### config.mk
export PLATFORM = sky130hd
export DESIGN_NAME = tma_ram
export DESIGN_NICKNAME = d
export VERILOG_FILES = /design/src/rtl/core/tma_ram.sv
export SDC_FILE = /design/constraint.sdc
export NUM_CORES = 1
export LEC_CHECK = 0
export BUFFER_PORTS_ARGS = -buffer_cell sky130_fd_sc_hd__clkbuf_2
export CAP_MARGIN = 30
export CORE_AREA = 2 2 46 69
export CTS_CLUSTER_DIAMETER = 80
export DETAILED_ROUTE_END_ITERATION = 10
export DIE_AREA = 0 0 48 71
export GPL_ROUTABILITY_DRIVEN = 0
export PLACE_DENSITY = 0.75
export RECOVER_POWER = 25
export REMOVE_ABC_BUFFERS = 1
export SYNTH_ARGS = -nofsm -noshare
export SYNTH_HDL_FRONTEND = slang
export SYNTH_SLANG_ARGS = --single-unit
### constraint.sdc
create_clock -name clk -period 1.5 [get_ports clk]
set_input_delay 0.15 -clock clk [delete_from_list [all_inputs] [get_ports clk]]
set_output_delay 0.15 -clock clk [all_outputs]
set_load 0.05 [all_outputs]
### src/rtl/core/tma_ram.sv
`timescale 1ns / 1ps

module tma_ram #(
	parameter  int WIDTH = 8,
	parameter  int DEPTH = 4,
	localparam int AW    = $clog2(DEPTH)
) (
	input  logic             clk,
	input  logic             we,
	input  logic [AW-1:0]    waddr,
	input  logic [WIDTH-1:0] wdata,
	input  logic             re,
	input  logic [AW-1:0]    raddr,
	output logic [WIDTH-1:0] rdata
);

	logic [WIDTH-1:0] mem [DEPTH];

	// one write port, one registered read port
	always_ff @(posedge clk) begin
		if (we) begin
			mem[waddr] <= wdata;
		end
		if (re) begin
			rdata <= mem[raddr];
		end
	end

endmodule

==> impl_metrics.yaml, run 1 <==
setup_path:
  r2r_start: "mem[3][3]"
  path_max_fanout: 1
  crit_start: "mem[3][3]"
  cpMaxStageDelayCell: "mux4_2"
  cpLargestDelayFamily: "multiplexers"
  max_stage_delay_ps: 460
  setup.worst_path.start_class: "register"
  cp.depth: 1
  critPathArrivalTime_ps: 1120
  rrSetupSlack_ps: 410
  cp_data_required_time_ps: 1520
  critPathCaptureType: "register"
  r2r_end: "rdata[3]"
  reg2regPathDepth: 1
  crit_path_end: "rdata[3]"
  criticalPathCategory: "register to register"
  critPathBufInv: 0
  crit_path_cell_trace: "mux4_2"
sta:
  worst_slew_pin_slew_ps: 406
  finalHoldViolCount: 0
  finalSetupTns_ps: 0
  period_share_pct: 72.9
  whs_ps: 92.8
  rsz0062_at_grt: "no"
  maxSlewHeadroom_pct: 72.9
  finalSetupViolCount: 0
  clock_skew_ps: 5.86
  max_freq_mhz: 915
  final.min_clock_period_ps: 1090
  drv_slew: 0
route:
  drt_iter0_drc: 17
  drtAntennaViolNets: 0
  wl_um: 1860
  wire_per_inst_um: 15.3
  drc: 0
  num_vias: 617
  vias_per_cell: 5.06
  drt_pass1_iterations: 4
synthesis:
  synth_top_area_cell: "edfxtp_1"
  synth_cells: 54
  synth.avg_cell_area_um2: 26.5
  yosysSeqAreaShare_pct: 84.1
  synth_seq_cells: 40
  synth_warnings: 0
  yosys.area.top_type_share_pct: 84.1
  yosys-top-cells-area: "edfxtp_1 84%, mux4_2 13%, and3b_1 1.2%, buf_6 0.79%, nor3b_1 0.53%"
  synth_cell_types: 7
  synth_area_um2: 1430
global_route:
  first_global_vias: 634
  antenna_found_initial: 0
  grt.total_usage_pct: 13.4
  grt_overflow: 0
  grt_max_degree: 12
  grt_first_pass_wirelength_um: 2900
clock_network:
  ctsLongestPathBuffers: 2
  root_buffer: "clkbuf_8"
  ctsHoldBuffers: 0
  post_cts_buffers: 0
  cts_tree: "done"
  cts_resized: 0
  cts_buffers: 5
  clock_latency_ps: 290
  clkSinkCount: 40
  htreeDepth: 2
  clk_pin_slew_ps: 70
cells_and_area:
  final_common_cell: "edfxtp_1"
  syn_to_final_growth_pct: 15.5
  n_fill_cell: 209
  nNetsFinal: 97
  seqCellArea_um2: 1200
  drive_above_1_share_pct: 34.9
  final_cell_mix: "40 x edfxtp_1, 15 x clkbuf_2, 9 x clkbuf_1"
  diodes: 0
  multiInputGateArea_um2: 211
power_and_ir_drop:
  ir_drop_mv: 0.815
  leakage_uw: 0.000560
  power_density_nw_per_um2: 1290
min_path:
  hold_path_class: "input pin to register"
run_status:
  status: "finished clean"
floorplan:
  die-area_um2: 3410
  ioPinCount: 23
  die_height_um: 71
  core_area_um2: 2850
  start_util_pct: 50.1
  die_x_um: 48
  rows: 24
placement:
  dp_hpwl_um: 1290
  portBuffers: 22
flow_run:
  cap_violations: 0
==> cell families (layout without fill, tap and decap cells) <==
group,count (synthesis),after routing,share of synthesized area (%)
flops,40,40,84.1
buf+inv,2,31,1.14
mux,8,8,12.6
simple gates,4,4,2.19
==> synthesized netlist by cell type, drive strengths merged <==
cell type  number
and3            1
buf             1
clkbuf          1
mux4            8
and3b           2
edfxtp         40
nor3b           1
==> power breakdown <==
part           switching [µW]  total, µW  internal (µW)
clock network             330        653            323
logic                     109        165           56.0
registers                12.6       1310           1300
==> per-stage QoR <==
stage               setup slack, ps  std cells  utilization [%]  area [µm²]  total power (µW)
detailed placement              240        114             55.4        1580              1510
CTS                             404        122             58.2        1660              2150
finish                          407        122             57.9        1650              2130
global route                    378        122             57.9        1650              2210
floorplan                       286         52                -        1410              1440
global placement                261        114             55.4        1580              1500
==> how the worst min path moves through the flow <==
stage / from / end / slack [ps] / depth (start not counted)
floorplan: wdata[0] / mem[0][0] / 250 / 0
global placement: wdata[2] / mem[3][2] / 360 / 1
CTS: wdata[5] / mem[3][5] / 70 / 1
detailed placement: wdata[5] / mem[3][5] / 380 / 1
finish: wdata[1] / mem[2][1] / 90 / 1
global route: wdata[1] / mem[2][1] / 110 / 1
==> flip-flops by register name, summed over array words and instances, names as in the netlist <==
name,flops
mem,32
rdata,8
==> final cells by class <==
cell class / instances / share of cell area, %
sequential: 40 / 72.8
timing repair buffer: 23 / 6.60
multi-input combinational: 12 / 12.8
tap: 39 / 2.96
clock inverter: 1 / 0.227
clock buffer: 7 / 4.62
==> metal layers <==
layer	track usage, %	up-vias	share of wire (%)
met3	3.83	7	4.0
met4	10.8	0	3.5
li1	-	284	-
met1	15.3	308	40
met2	19.9	18	53
met5	0	-	0
Power figures use the tool's default switching activity.
==> run 2: changes to the inputs <==
- CORE_AREA: 2 2 46 69 -> 2 2 48 72
- DIE_AREA: 0 0 48 71 -> 0 0 50 74
- PLACE_DENSITY: 0.75 -> 0.72
- clock period: 1.5 -> 1 ns (I/O delays scaled with it)
==> impl_metrics.yaml, run 2 (synthesis gave the netlist of run 1 again) <==
run_status:
  status: "finished, violations left"
  violations: "setup timing"
floorplan:
  rows: 25
  die-area_um2: 3700
  die_x_um: 50
  start_util_pct: 46.1
  ioPinCount: 23
  die_height_um: 74
  core_area_um2: 3100
cells_and_area:
  multiInputGateArea_um2: 211
  seqCellArea_um2: 1200
  nNetsFinal: 102
  largest_reg_flops: 32
  drive_above_1_share_pct: 42.0
  final_cell_mix: "40 x edfxtp_1, 8 x mux4_2, 8 x clkbuf_2"
  diodes: 0
  top_regs: "mem: 32 flops, rdata: 8 flops"
  n_fill_cell: 237
  regMostFlops: "mem"
  final_common_cell: "edfxtp_1"
  syn_to_final_growth_pct: 23.9
  fin_cells: 128
sta:
  fin_ws_ps: -103
  whs_ps: 36.5
  finalSetupViolCount: 8
  maxSlewHeadroom_pct: 83.6
  worst_slew_pin_slew_ps: 248
  rsz0062_at_grt: "yes"
  finalSetupTns_ps: -677
  finalHoldViolCount: 0
  drv_slew: 0
  final.min_clock_period_ps: 1100
  max_freq_mhz: 907
  period_share_pct: 110
  clock_skew_ps: 5.52
setup_path:
  critPathArrivalTime_ps: 1130
  critPathBufInv: 0
  max_stage_delay_ps: 470
  cpLargestDelayFamily: "multiplexers"
  critPathCaptureType: "register"
  setup.worst_path.start_class: "register"
  cp_data_required_time_ps: 1020
  path_max_fanout: 1
  criticalPathCategory: "register to register"
  crit_path_cell_trace: "mux4_2"
  cpMaxStageDelayCell: "mux4_2"
global_route:
  grt_max_degree: 13
  grt_overflow: 0
  grt_first_pass_wirelength_um: 3070
  grt.total_usage_pct: 12.4
  antenna_found_initial: 0
  first_global_vias: 619
clock_network:
  cts_tree: "done"
  clkSinkCount: 40
  clock_latency_ps: 290
  ctsLongestPathBuffers: 2
  root_buffer: "clkbuf_8"
  cts_buffers: 5
  post_cts_buffers: 0
  htreeDepth: 2
  clk_pin_slew_ps: 70
min_path:
  hold_path_class: "input pin to register"
route:
  drc: 0
  drt_iter0_drc: 9
  vias_per_cell: 4.95
  drtAntennaViolNets: 0
  wl_um: 1980
  num_vias: 634
  drt_pass1_iterations: 2
  wire_per_inst_um: 15.5
flow_run:
  cap_violations: 0
placement:
  dp_cells: 120
  portBuffers: 22
power_and_ir_drop:
  leakage_uw: 0.000618
  ir_drop_mv: 1.29
  p_total_uw: 3500
  power_density_nw_per_um2: 1980
==> run 2: cell types whose count changed in the layout (fill, tap and decap cells not counted), sizes merged <==
cell and change:
buf +10, bufinv +1, clkbuf -6
==> run 2: per-layer routing <==
| layer | routed length, µm | up-vias | track usage [%] |
|---|---|---|---|
| li1 | - | 297 | - |
| met1 | 773 | 312 | 12.7 |
| met2 | 1020 | 19 | 19.7 |
| met3 | 127 | 6 | 6.43 |
| met4 | 59 | 0 | 8.33 |
| met5 | 0 | - | 0 |
==> run 2: cell type report <==
cell class	count	share of cell area, %
sequential	40	67.8
multi-input combinational	12	11.9
timing repair buffer	28	11.3
clock buffer	6	4.10
tap	40	2.83
clock inverter	2	1.98
==> run 2: final timing paths <==
kind              startpoint   endpoint  slack, ps  depth (start not counted)
setup / recovery   mem[3][5]   rdata[5]       -100                          1
hold / removal      wdata[5]  mem[0][5]         40                          1
setup reg to reg   mem[3][5]   rdata[5]       -100                          1
hold reg to reg    mem[0][2]   rdata[2]        630                          1
==> run 2: stage by stage <==
step	utilization [%]	instance area [µm²]	setup slack, ps
after floorplan	-	1410	-164
after global placement	53.5	1660	-101
after detailed placement	53.5	1660	-120
after CTS	57.4	1780	-107
after global routing	57.2	1770	-137
final	57.2	1770	-103
==> run 2: where the power goes <==
part	internal (µW)	switching (µW)	total, µW
clock	740	508	1250
sequential	1950	19.0	1970
combinational	119	170	289
total	2810	698	3500
==> run 2: timing repair <==
| action | in CTS | in global routing |
|---|---|---|
| endpoints found under the setup margin | 14 | 13 |
| resized for setup | 6 | 5 |
| gates cloned | 0 | 0 |
| hold buffers | 0 | 0 |
==> run 3: changes to the inputs <==
- CAP_MARGIN: 30 -> 10
- CORE_AREA: 2 2 48 72 -> 2 2 44 66
- DIE_AREA: 0 0 50 74 -> 0 0 46 68
- PLACE_DENSITY: 0.72 -> 0.81
- clock period: 1 -> 1.3 ns (I/O delays scaled with it)
==> impl_metrics.yaml, run 3 (synthesis gave the netlist of run 1 again) <==
power_and_ir_drop:
  power_frac_seq_pct: 61.7
  ir_drop_mv: 1.03
  internal-power_uw: 1940
  leakage_uw: 0.000563
  power_density_nw_per_um2: 1500
  p_total_uw: 2450
  switching_power_uw: 517
  sw_frac_of_total_pct: 21.1
  p_comb_share_pct: 7.9
  p_clk_share_pct: 30.4
cells_and_area:
  syn_to_final_growth_pct: 14.4
  final_cell_mix: "40 x edfxtp_1, 16 x clkbuf_2, 8 x mux4_2, 8 x clkbuf_1, 5 x clkbuf_8"
  n_fill_cell: 180
  final_common_cell: "edfxtp_1"
  diodes: 0
  fin_cells: 108
  nNetsFinal: 97
  drive_above_1_share_pct: 36.1
  top_regs: "mem: 32 flops, rdata: 8 flops"
  regMostFlops: "mem"
  fin_util_pct: 63.1
  largest_reg_flops: 32
sta:
  finalSetupTns_ps: 0
  clock_skew_ps: 3.64
  whs_ps: 77.9
  finalSetupViolCount: 0
  final.min_clock_period_ps: 1110
  max_freq_mhz: 899
  maxSlewHeadroom_pct: 70.9
  finalHoldViolCount: 0
  rsz0062_at_grt: "no"
  period_share_pct: 85.6
  worst_slew_pin_slew_ps: 437
  drv_slew: 0
run_status:
  status: "finished clean"
setup_path:
  critPathBufInv: 0
  reg2regPathDepth: 1
  criticalPathCategory: "register to register"
  cpMaxStageDelayCell: "mux4_2"
  crit_path_cell_trace: "mux4_2"
  cpLargestDelayFamily: "multiplexers"
  crit_start: "mem[3][2]"
  r2r_start: "mem[3][2]"
  setup.worst_path.start_class: "register"
  cp.depth: 1
  critPathArrivalTime_ps: 1140
  max_stage_delay_ps: 480
  critPathCaptureType: "register"
  r2r_end: "rdata[2]"
  crit_path_end: "rdata[2]"
  path_max_fanout: 1
  rrSetupSlack_ps: 190
  cp_data_required_time_ps: 1330
min_path:
  min_path_cells: 1
  hold_path_class: "input pin to register"
route:
  wl_um: 1920
  wire_per_inst_um: 17.8
  drt_pass1_iterations: 3
  num_vias: 608
  drt_iter0_drc: 21
  vias_per_cell: 5.63
  drtAntennaViolNets: 0
  drc: 0
floorplan:
  start_util_pct: 55.2
  die_x_um: 46
  ioPinCount: 23
  core_area_um2: 2590
  die-area_um2: 3130
  die_height_um: 68
  rows: 23
global_route:
  grt.total_usage_pct: 14.8
  first_global_vias: 597
  grt_max_degree: 12
  antenna_found_initial: 0
  grt_first_pass_wirelength_um: 2900
  grt_overflow: 0
clock_network:
  root_buffer: "clkbuf_8"
  ctsHoldBuffers: 0
  clkSinkCount: 40
  clk_pin_slew_ps: 70
  htreeDepth: 2
  cts_tree: "done"
  post_cts_buffers: 0
  cts_buffers: 5
  cts_resized: 0
  clock_latency_ps: 280
  ctsLongestPathBuffers: 2
placement:
  dp_cells: 100
  dp_hpwl_um: 1280
  portBuffers: 22
flow_run:
  cap_violations: 0
==> run 3: cell types whose count changed in the layout (fill, tap and decap cells not counted), sizes merged <==
cell / change
bufinv: -1
clkbuf: +6
buf: -10
==> run 3: per-layer routing <==
layer,track usage [%],part of all wire [%],vias up
li1,-,-,284
met1,15.2,38,297
met2,24.5,55,22
met3,5.54,4.9,5
met4,9.64,2.7,0
met5,0,0,-
==> run 3: layout make-up <==
type | count | area, µm² | area share (%)
Sequential cell | 40 | 1200 | 73.5
Timing Repair Buffer | 23 | 110 | 6.74
Clock inverter | 1 | 3.75 | 0.230
Multi-Input combinational cell | 12 | 211 | 12.9
Tap cell | 25 | 31.3 | 1.91
Clock buffer | 7 | 76.3 | 4.67
==> run 3: how the worst min path moves through the flow <==
stage / startpoint / endpoint / slack (ps)
after floorplan: wdata[0] / mem[0][0] / 230
final: wdata[5] / mem[2][5] / 80
after CTS: wdata[1] / mem[0][1] / 50
after global placement: wdata[4] / mem[0][4] / 340
after detailed placement: wdata[1] / mem[2][1] / 350
after global routing: wdata[5] / mem[2][5] / 80
==> run 3: metrics by stage <==
stage,area [µm²],worst slack [ps]
CTS,1640,177
finish,1630,187
global placement,1560,80.7
global route,1630,167
detailed placement,1560,40.1
floorplan,1410,106
==> run 3: power by group through the flow <==
stage / Combinational [µW] / Sequential [µW] / Clock (µW)
global route: 206 / 1520 / 819
CTS: 198 / 1510 / 766
floorplan: 54.2 / 1610 / 0
global placement: 190 / 1540 / 0
detailed placement: 198 / 1540 / 0
finish: 193 / 1510 / 747
